## src/sv/wsrx_pkg.sv

```systemverilog
// Shared types and constants for the WebSocket frame receive parser.
// Used by the front classifier, the back parser and the top level.
package wsrx_pkg;

    // Default depth of the queues between the parts of the block
    localparam int unsigned QUEUE_DEPTH = 2;

    // Header field codes
    localparam logic [3:0]  OPC_CLOSE   = 4'h8;
    localparam logic [6:0]  LEN_CODE_16 = 7'd126;
    localparam logic [6:0]  LEN_CODE_64 = 7'd127;
    localparam logic [15:0] MASK_BYTES  = 16'd4;

    // Parse position inside a frame
    typedef enum logic [2:0] {
        PH_HDR0   = 3'd0,
        PH_HDR1   = 3'd1,
        PH_LENHI  = 3'd2,
        PH_LENLO  = 3'd3,
        PH_MASK   = 3'd4,
        PH_DATA   = 3'd5,
        PH_IGNORE = 3'd6
    } t_phase;

    // Result event codes
    typedef enum logic [2:0] {
        EV_PAYLOAD = 3'd0,
        EV_EMPTY   = 3'd1,
        EV_CLOSE   = 3'd2,
        EV_FRAG    = 3'd3,
        EV_NOMASK  = 3'd4,
        EV_LONG    = 3'd5,
        EV_TRUNC   = 3'd6
    } t_event;

    // Input byte with its header classification
    typedef struct packed {
        logic [7:0] data_byte;
        logic       buffer_end;
        logic [7:0] conn_id;
        logic       is_close;
        logic       top_bit;
        logic       len_is_64;
        logic       len_is_16;
    } t_class_item;

    // One result item
    typedef struct packed {
        t_event     event_kind;
        logic [7:0] payload_byte;
        logic       last_of_message;
        logic [3:0] frame_opcode;
        logic [7:0] out_conn_id;
    } t_result;

endpackage

```

## src/sv/wsrx_fifo.sv

```systemverilog
// Small first-in first-out queue with full and empty flags.
// Generic storage used between the front, the back and the result port.
module wsrx_fifo #(
    parameter int unsigned P_WIDTH = 8,
    parameter int unsigned P_DEPTH = 2
) (
    input  logic               i_clk,
    input  logic               i_rst_n,
    input  logic               i_push,
    input  logic [P_WIDTH-1:0] i_data,
    input  logic               i_pop,
    output logic [P_WIDTH-1:0] o_data,
    output logic               o_full,
    output logic               o_empty
);

    localparam int unsigned AW = (P_DEPTH > 1) ? $clog2(P_DEPTH) : 1;
    localparam int unsigned CW = $clog2(P_DEPTH + 1);

    logic [P_WIDTH-1:0] r_mem [P_DEPTH];
    logic [AW-1:0]      r_wr_ptr;
    logic [AW-1:0]      r_rd_ptr;
    logic [CW-1:0]      r_count;
    logic [AW-1:0]      n_wr_ptr;
    logic [AW-1:0]      n_rd_ptr;
    logic [CW-1:0]      n_count;
    logic               do_push;
    logic               do_pop;

    assign o_full  = (r_count == CW'(P_DEPTH));
    assign o_empty = (r_count == '0);
    assign do_push = i_push && !o_full;
    assign do_pop  = i_pop && !o_empty;
    assign o_data  = r_mem[r_rd_ptr];

    // Advance pointers with wrap at the depth
    always_comb begin
        n_wr_ptr = r_wr_ptr;
        n_rd_ptr = r_rd_ptr;
        n_count  = r_count;
        if (do_push) begin
            n_wr_ptr = (r_wr_ptr == AW'(P_DEPTH - 1)) ? '0 : r_wr_ptr + AW'(1);
        end
        if (do_pop) begin
            n_rd_ptr = (r_rd_ptr == AW'(P_DEPTH - 1)) ? '0 : r_rd_ptr + AW'(1);
        end
        if (do_push && !do_pop) begin
            n_count = r_count + CW'(1);
        end else if (do_pop && !do_push) begin
            n_count = r_count - CW'(1);
        end
    end

    always_ff @(posedge i_clk) begin
        if (!i_rst_n) begin
            r_wr_ptr <= '0;
            r_rd_ptr <= '0;
            r_count  <= '0;
        end else begin
            r_wr_ptr <= n_wr_ptr;
            r_rd_ptr <= n_rd_ptr;
            r_count  <= n_count;
        end
    end

    // Store the pushed item
    always_ff @(posedge i_clk) begin
        if (do_push) begin
            r_mem[r_wr_ptr] <= i_data;
        end
    end

endmodule

```

## src/sv/wsrx_front.sv

```systemverilog
// Front part: accepts received bytes and classifies their header bits.
// Depends on wsrx_pkg; feeds the classified-item queue.
module wsrx_front (
    input  logic                 i_push,
    input  logic [7:0]           i_data_byte,
    input  logic                 i_buffer_end,
    input  logic [7:0]           i_conn_id,
    input  logic                 i_queue_full,
    output logic                 o_full,
    output logic                 o_queue_push,
    output wsrx_pkg::t_class_item o_item
);

    import wsrx_pkg::*;

    // Hand full straight back from the queue
    assign o_full       = i_queue_full;
    assign o_queue_push = i_push && !i_queue_full;

    // Decode the header fields this byte could carry
    always_comb begin
        o_item.data_byte  = i_data_byte;
        o_item.buffer_end = i_buffer_end;
        o_item.conn_id    = i_conn_id;
        o_item.is_close   = (i_data_byte[3:0] == OPC_CLOSE);
        o_item.top_bit    = i_data_byte[7];
        o_item.len_is_64  = (i_data_byte[6:0] == LEN_CODE_64);
        o_item.len_is_16  = (i_data_byte[6:0] == LEN_CODE_16);
    end

endmodule

```

## src/sv/wsrx_back.sv

```systemverilog
// Back part: frame parse state machine, unmasking and event generation.
// Depends on wsrx_pkg; drains the classified-item queue into the result queue.
module wsrx_back (
    input  logic                  i_clk,
    input  logic                  i_rst_n,
    input  logic                  i_valid,
    input  wsrx_pkg::t_class_item i_item,
    input  logic                  i_out_full,
    output logic                  o_pop,
    output logic                  o_push,
    output wsrx_pkg::t_result     o_result
);

    import wsrx_pkg::*;

    t_phase      r_phase;
    t_phase      n_phase;
    t_phase      step_phase;
    logic [3:0]  r_opcode;
    logic [3:0]  n_opcode;
    logic [15:0] r_len;
    logic [15:0] n_len;
    logic [15:0] r_count;
    logic [15:0] n_count;
    logic [31:0] r_mask;
    logic [31:0] n_mask;
    logic [15:0] count_inc;
    logic [7:0]  mask_byte;
    logic        fire;
    logic        have;
    logic        trunc;
    t_event      kind;
    logic [7:0]  pbyte;
    logic        last;

    assign fire      = i_valid && !i_out_full;
    assign o_pop     = fire;
    assign count_inc = r_count + 16'd1;

    // Pick the mask byte for this payload position
    always_comb begin
        case (r_count[1:0])
            2'd0:    mask_byte = r_mask[31:24];
            2'd1:    mask_byte = r_mask[23:16];
            2'd2:    mask_byte = r_mask[15:8];
            default: mask_byte = r_mask[7:0];
        endcase
    end

    // Next phase from the current byte
    always_comb begin
        case (r_phase)
            PH_HDR0: begin
                if (i_item.is_close || !i_item.top_bit) begin
                    step_phase = PH_IGNORE;
                end else begin
                    step_phase = PH_HDR1;
                end
            end
            PH_HDR1: begin
                if (!i_item.top_bit || i_item.len_is_64) begin
                    step_phase = PH_IGNORE;
                end else if (i_item.len_is_16) begin
                    step_phase = PH_LENHI;
                end else begin
                    step_phase = PH_MASK;
                end
            end
            PH_LENHI: step_phase = PH_LENLO;
            PH_LENLO: step_phase = PH_MASK;
            PH_MASK: begin
                if (count_inc >= MASK_BYTES) begin
                    step_phase = (r_len == '0) ? PH_IGNORE : PH_DATA;
                end else begin
                    step_phase = PH_MASK;
                end
            end
            PH_DATA: step_phase = (count_inc == r_len) ? PH_IGNORE : PH_DATA;
            PH_IGNORE: step_phase = PH_IGNORE;
            default: step_phase = r_phase;
        endcase
        trunc   = i_item.buffer_end && (step_phase inside {[PH_HDR0:PH_DATA]});
        n_phase = i_item.buffer_end ? PH_HDR0 : step_phase;
    end

    // Events and field updates for the current byte
    always_comb begin
        have     = 1'b0;
        kind     = EV_PAYLOAD;
        pbyte    = 8'h00;
        last     = 1'b0;
        n_opcode = r_opcode;
        n_len    = r_len;
        n_count  = r_count;
        n_mask   = r_mask;
        case (r_phase)
            PH_HDR0: begin
                n_opcode = i_item.data_byte[3:0];
                if (i_item.is_close) begin
                    have = 1'b1;
                    kind = EV_CLOSE;
                end else if (!i_item.top_bit) begin
                    have = 1'b1;
                    kind = EV_FRAG;
                end
            end
            PH_HDR1: begin
                if (!i_item.top_bit) begin
                    have = 1'b1;
                    kind = EV_NOMASK;
                end else if (i_item.len_is_64) begin
                    have = 1'b1;
                    kind = EV_LONG;
                end else if (!i_item.len_is_16) begin
                    n_len   = {9'd0, i_item.data_byte[6:0]};
                    n_count = '0;
                end
            end
            PH_LENHI: n_len = {i_item.data_byte, 8'h00};
            PH_LENLO: begin
                n_len   = r_len | {8'h00, i_item.data_byte};
                n_count = '0;
            end
            PH_MASK: begin
                n_mask  = {r_mask[23:0], i_item.data_byte};
                n_count = count_inc;
                if (count_inc >= MASK_BYTES) begin
                    n_count = '0;
                    if (r_len == '0) begin
                        have = 1'b1;
                        kind = EV_EMPTY;
                        last = 1'b1;
                    end
                end
            end
            PH_DATA: begin
                have    = 1'b1;
                kind    = EV_PAYLOAD;
                pbyte   = i_item.data_byte ^ mask_byte;
                n_count = count_inc;
                last    = (count_inc == r_len);
            end
            default: begin
            end
        endcase
        // Flag an early buffer end and restart at the header
        if (i_item.buffer_end) begin
            n_count = '0;
            if (trunc) begin
                have  = 1'b1;
                kind  = EV_TRUNC;
                pbyte = 8'h00;
                last  = 1'b0;
            end
        end
    end

    assign o_push                   = fire && have;
    assign o_result.event_kind      = kind;
    assign o_result.payload_byte    = pbyte;
    assign o_result.last_of_message = last;
    assign o_result.frame_opcode    = n_opcode;
    assign o_result.out_conn_id     = i_item.conn_id;

    // Hold parse state, advance on each consumed item
    always_ff @(posedge i_clk) begin
        if (!i_rst_n) begin
            r_phase  <= PH_HDR0;
            r_opcode <= '0;
            r_len    <= '0;
            r_count  <= '0;
            r_mask   <= '0;
        end else if (fire) begin
            r_phase  <= n_phase;
            r_opcode <= n_opcode;
            r_len    <= n_len;
            r_count  <= n_count;
            r_mask   <= n_mask;
        end
    end

endmodule

```

## src/sv/ws_frame_receive_parser.sv

```systemverilog
// WebSocket client-to-server frame receive parser. Bytes enter through a
// push/full queue port and results leave through an empty/pop queue port. The
// block takes one byte per clock cycle when results are drained as fast; each
// byte is registered in a classified-item queue, read by the parse state machine,
// and its result registered in the result queue ahead of the result ports. The
// parse state machine consumes one byte a cycle while the result queue has
// room, and sets the rate. Each byte gives at most one result: a payload byte,
// an empty message, or a close, fragmented, no-mask, too-long or truncated event.
module ws_frame_receive_parser #(
    parameter int unsigned P_QUEUE_DEPTH = wsrx_pkg::QUEUE_DEPTH
) (
    input  logic       i_clk,
    input  logic       i_rst_n,
    input  logic       push,
    output logic       full,
    input  logic [7:0] i_data_byte,
    input  logic       i_buffer_end,
    input  logic [7:0] i_conn_id,
    output logic       empty,
    input  logic       pop,
    output logic [2:0] o_event_kind,
    output logic [7:0] o_payload_byte,
    output logic       o_last_of_message,
    output logic [3:0] o_frame_opcode,
    output logic [7:0] o_out_conn_id
);

    import wsrx_pkg::*;

    t_class_item front_item;
    t_class_item cq_head;
    logic        cq_push;
    logic        cq_pop;
    logic        cq_full;
    logic        cq_empty;
    t_result     back_result;
    t_result     out_head;
    logic        outq_push;
    logic        outq_full;

    // Classify incoming bytes
    wsrx_front u_front (
        .i_push       (push),
        .i_data_byte  (i_data_byte),
        .i_buffer_end (i_buffer_end),
        .i_conn_id    (i_conn_id),
        .i_queue_full (cq_full),
        .o_full       (full),
        .o_queue_push (cq_push),
        .o_item       (front_item)
    );

    // Queue classified items between front and back
    wsrx_fifo #(
        .P_WIDTH ($bits(t_class_item)),
        .P_DEPTH (P_QUEUE_DEPTH)
    ) u_class_q (
        .i_clk   (i_clk),
        .i_rst_n (i_rst_n),
        .i_push  (cq_push),
        .i_data  (front_item),
        .i_pop   (cq_pop),
        .o_data  (cq_head),
        .o_full  (cq_full),
        .o_empty (cq_empty)
    );

    // Parse frames and build results
    wsrx_back u_back (
        .i_clk      (i_clk),
        .i_rst_n    (i_rst_n),
        .i_valid    (!cq_empty),
        .i_item     (cq_head),
        .i_out_full (outq_full),
        .o_pop      (cq_pop),
        .o_push     (outq_push),
        .o_result   (back_result)
    );

    // Hold results until popped
    wsrx_fifo #(
        .P_WIDTH ($bits(t_result)),
        .P_DEPTH (P_QUEUE_DEPTH)
    ) u_result_q (
        .i_clk   (i_clk),
        .i_rst_n (i_rst_n),
        .i_push  (outq_push),
        .i_data  (back_result),
        .i_pop   (pop),
        .o_data  (out_head),
        .o_full  (outq_full),
        .o_empty (empty)
    );

    assign o_event_kind      = out_head.event_kind;
    assign o_payload_byte    = out_head.payload_byte;
    assign o_last_of_message = out_head.last_of_message;
    assign o_frame_opcode    = out_head.frame_opcode;
    assign o_out_conn_id     = out_head.out_conn_id;

`ifndef SYNTHESIS
    // Both queue ports come out of reset idle
    a_reset_idle: assert property (@(posedge i_clk)
        !i_rst_n |=> (empty && !full))
        else $error("queues not cleared by reset");

    // Every result comes from a consumed byte
    a_result_has_item: assert property (@(posedge i_clk) disable iff (!i_rst_n)
        outq_push |-> (cq_pop && !cq_empty))
        else $error("result produced without a consumed item");

    // The back part never pushes into a full result queue
    a_no_overflow: assert property (@(posedge i_clk) disable iff (!i_rst_n)
        outq_push |-> !outq_full)
        else $error("result queue overflow");

    // A truncated or header event never carries a payload byte
    a_event_byte_zero: assert property (@(posedge i_clk) disable iff (!i_rst_n)
        (outq_push && back_result.event_kind != EV_PAYLOAD) |->
            (back_result.payload_byte == 8'h00))
        else $error("event carries a payload byte");
`endif

endmodule
```

## config.mk

```make
export PLATFORM = sky130hd
export DESIGN_NAME = ws_frame_receive_parser
export DESIGN_NICKNAME = d
export VERILOG_FILES = /design/src/sv/wsrx_pkg.sv /design/src/sv/wsrx_fifo.sv /design/src/sv/wsrx_front.sv /design/src/sv/wsrx_back.sv /design/src/sv/ws_frame_receive_parser.sv
export SDC_FILE = /design/constraint.sdc
export NUM_CORES = 1
export LEC_CHECK = 0
export BUFFER_PORTS_ARGS = -buffer_cell sky130_fd_sc_hd__buf_2
export CAP_MARGIN = 15
export CELL_PAD_IN_SITES_DETAIL_PLACEMENT = 0
export CELL_PAD_IN_SITES_GLOBAL_PLACEMENT = 1
export CORE_MARGIN = 2
export CORE_UTILIZATION = 49
export DETAILED_ROUTE_END_ITERATION = 16
export GPL_TIMING_DRIVEN = 0
export PLACE_DENSITY_LB_ADDON = 0.1
export SLEW_MARGIN = 15
export SYNTH_ARGS = -nofsm -noshare
export SYNTH_HDL_FRONTEND = slang
export SYNTH_SLANG_ARGS = --single-unit
```

## constraint.sdc

```tcl
create_clock -name i_clk -period 3.65 [get_ports i_clk]
set_clock_uncertainty 0.15 [all_clocks]
set_input_delay 0.5475 -clock i_clk [delete_from_list [all_inputs] [get_ports i_clk]]
set_output_delay 0.5475 -clock i_clk [all_outputs]
set_load 0.02 [all_outputs]
```

==> impl_metrics.csv <==
group,metric,value,unit
drt,vias,5886,
global_routing,grt_start_max_net_pins,26,
cts,clock-sinks,169,
global_routing,grt_pass1_vias,5654,
critical_path,r2r_end,"u_result_q.r_count[1]",
synthesis,netlist_instances,737,
critical_path,r2r_setup_slack,0.21,ns
synthesis,syn_area_per_cell,10.8,sq um
critical_path,rr_worst_depth,12,
synthesis,synth_cell_type_count,76,
timing,fin_crit,3.44,ns
timing,fin_setup_tns,0,ns
critical_path,end_kind,"flop",
floorplan,die_h,132,microns
drt,drt_first_pass_iters,5,
cells_and_area,fin_util,0.575,
floorplan,die_w,132,microns
timing,min_period_over_period,0.943,
timing,finalSetupViolations,0,
floorplan,rows,46,
power,power_density,685,nW/um^2
drt,wl_met1,8.46,mm
drt,detail-route-antenna-nets,0,
drt,drcViolationCount,0,
critical_path,cp-start-kind,"flop",
global_routing,antenna_found_initial,0,
timing,fmax,291,MHz
cts,cts-root-buf,"clkbuf_16",
synthesis,synth_warnings,0,
global_routing,grt_pass1_wl,30.3,mm
critical_path,crit_start,"u_back.r_count[0]",
min_path,min_from,"i_data_byte[7]",
critical_path,worst_ep_arrival_time,3.66,ns
power,peakVddDrop,0.410,mV
floorplan,start_util,0.503,
floorplan,dieArea,17300,sq um
critical_path,cp_data_required_time,3.87,ns
global_routing,overflow,0,
floorplan,io_pins,47,
timing,slew_viol_final,0,
cts,insertion_delay,0.43,ns
place,place_area,8510,sq um
synthesis,async_reset_ff_frac,0,
cts,cts_tree,"done",
timing,rsz0062_at_grt,"true",
timing,tightest_slew,1.11,ns
drt,highest_layer,"met4",
critical_path,worst-path-max-fanout,9,
cts,cts_made_buffers,17,
run,drv_cap,0,
synthesis,synth_enable_flop_cells,88,
place,io_buffer_count,46,
cells_and_area,final_area,9130,sq um
global_routing,track_usage,0.224,
cts,htreeDepth,4,
cells_and_area,drive_gt1_frac,0.185,
cells_and_area,syn_to_final_growth,14.3,%
drt,wl_met3,1.01,mm
power,cellLeakagePower,0.00338,uW
drt,dr.first_iter.drc_count,450,
cts,clock_path_buffers,2,
floorplan,core-area,15900,sq um
critical_path,reg2reg_from,"u_back.r_count[0]",
critical_path,endpoint,"u_result_q.r_count[1]",
place,gp_congestion,0.933,
synthesis,synth_nets,764,
cells_and_area,diodes,0,
timing,max_slew_margin,0.239,
cells_and_area,nets,831,
synthesis,ys_seq_area_frac,0.534,
drt,wire_per_inst,18.2,microns
timing,hold_viol_final,0,
place,dp_hpwl,13.5,mm
synthesis,synth_flop_cell,"edfxtp_1",
drt,vias_per_cell,5.70,
synthesis,syn_area,7990,sq um
synthesis,synth_seq_cells,169,
cts,clkTransAtPathRegs,0.07,ns
drt,finalWirelength,18.8,mm
min_path,min_path_type,"primary input to flop",
drt,wl_met2,8.90,mm
run_status,outcome,"completed",
critical_path,path_class,"flop to flop",
timing,holdWs,0.155,ns
stage by stage:
step | setup slack (ns) | instances | total power (uW)
floorplan | 0.370 | 737 | 3930
global placement | -0.447 | 999 | 4460
detailed placement | -0.405 | 1000 | 4510
CTS | 0.00982 | 1032 | 6280
global route | -0.0296 | 1033 | 6570
finish | 0.209 | 1033 | 6250
critical path, stage by stage, from the launching register on:
cell and delay, ns:
dfxtp_4 0.42, ha_1 0.18, buf_6 0.14, and3_1 0.15, buf_2 0.19, nand4_1 0.22
xor2_2 0.26, nor4b_4 0.36, a211o_1 0.32, a21oi_2 0.13, ha_1 0.35, or3_1 0.38
a21boi_1 0.14
routing by layer:
layer  track usage  up-vias
met5             0        -
met4        0.0791        0
met3        0.0486       29
met2         0.363      167
met1         0.298     2863
li1              -     2827
flip-flops by register name (all words and copies together), names as in the netlist, named ones only:
register             cells
u_back.r_len            16
u_back.r_mask           32
u_result_q.r_mem        48
u_back.r_count          16
u_back.r_phase           3
u_back.r_opcode          4
u_result_q.r_rd_ptr      1
u_class_q.r_count        2
u_result_q.r_wr_ptr      1
u_class_q.r_rd_ptr       1
u_class_q.r_wr_ptr       1
u_result_q.r_count       2
u_class_q.r_mem         40
placed cells by master (no fill, tap or decap), types with 12 or more instances in the layout:
cell type  instances
buf_2             54
nor4_1            12
a21o_1            12
nand2_1          102
o21ai_0           46
mux2_2            33
and2_1            13
inv_1             22
dfxtp_1           79
edfxtp_1          88
and3_1            14
xnor2_1           22
nor3_1            13
a21boi_0          26
clkbuf_16         17
mux2i_1           25
clkbuf_1          27
nor2_1            21
logic make-up (layout without fill, tap and decap cells):
| group | after synthesis | count (layout) | synth area share |
|---|---|---|---|
| DFF | 169 | 169 | 0.534 |
| adders and majority gates | 6 | 6 | 0.00940 |
| xor gates and xnor gates | 34 | 34 | 0.0373 |
| muxes | 58 | 58 | 0.0779 |
| AOI/OAI and AO/OA | 157 | 157 | 0.139 |
| and+or+nand+nor | 243 | 243 | 0.163 |
| buffers and inverters | 70 | 150 | 0.0393 |
Yosys cell counts (all sizes together), types with 22 or more instances:
library cell | n | area, sq um
a21boi | 27 | 203
buf | 22 | 134
clkbuf | 26 | 97.6
dfxtp | 81 | 1620
edfxtp | 88 | 2640
inv | 22 | 82.6
mux2 | 33 | 372
mux2i | 25 | 250
nand2 | 103 | 389
nor2 | 22 | 82.6
o21ai | 48 | 240
xnor2 | 22 | 193
worst min path at each step:
stage / depth (start not counted) / end / slack (ns)
after floorplan: 2 / u_back.r_mask[27] / 0.29
after global placement: 2 / u_back.r_mask[25] / 0.30
after detailed placement: 2 / u_back.r_mask[24] / 0.31
after CTS: 1 / u_class_q.r_mem[0][8] / 0.14
after global routing: 1 / u_class_q.r_mem[0][5] / 0.14
final: 1 / u_class_q.r_mem[0][2] / 0.16
area by class of cell:
type	count	area (sq um)
clock inverter	14	156
multi-input combinational	498	3430
timing repair buffer	48	253
sequential	169	4270
fill	1395	6760
tap	216	270
inverter	22	82.6
buffer	48	231
clock buffer	18	429
repair_timing:
item                                   in CTS  in global routing
buffers inserted                            0                  1
hold buffers                                0                  0
setup endpoints to repair                  51                 51
pin swaps                                   0                  2
gates resized for setup                     4                  6
endpoints found under the hold margin       0                  0
where the power goes:
group,total (uW),switching (uW),internal [uW]
logic,1900,1200,701
registers,2580,142,2440
clock network,1760,791,973
No activity file was read; power rests on OpenSTA's default activity.
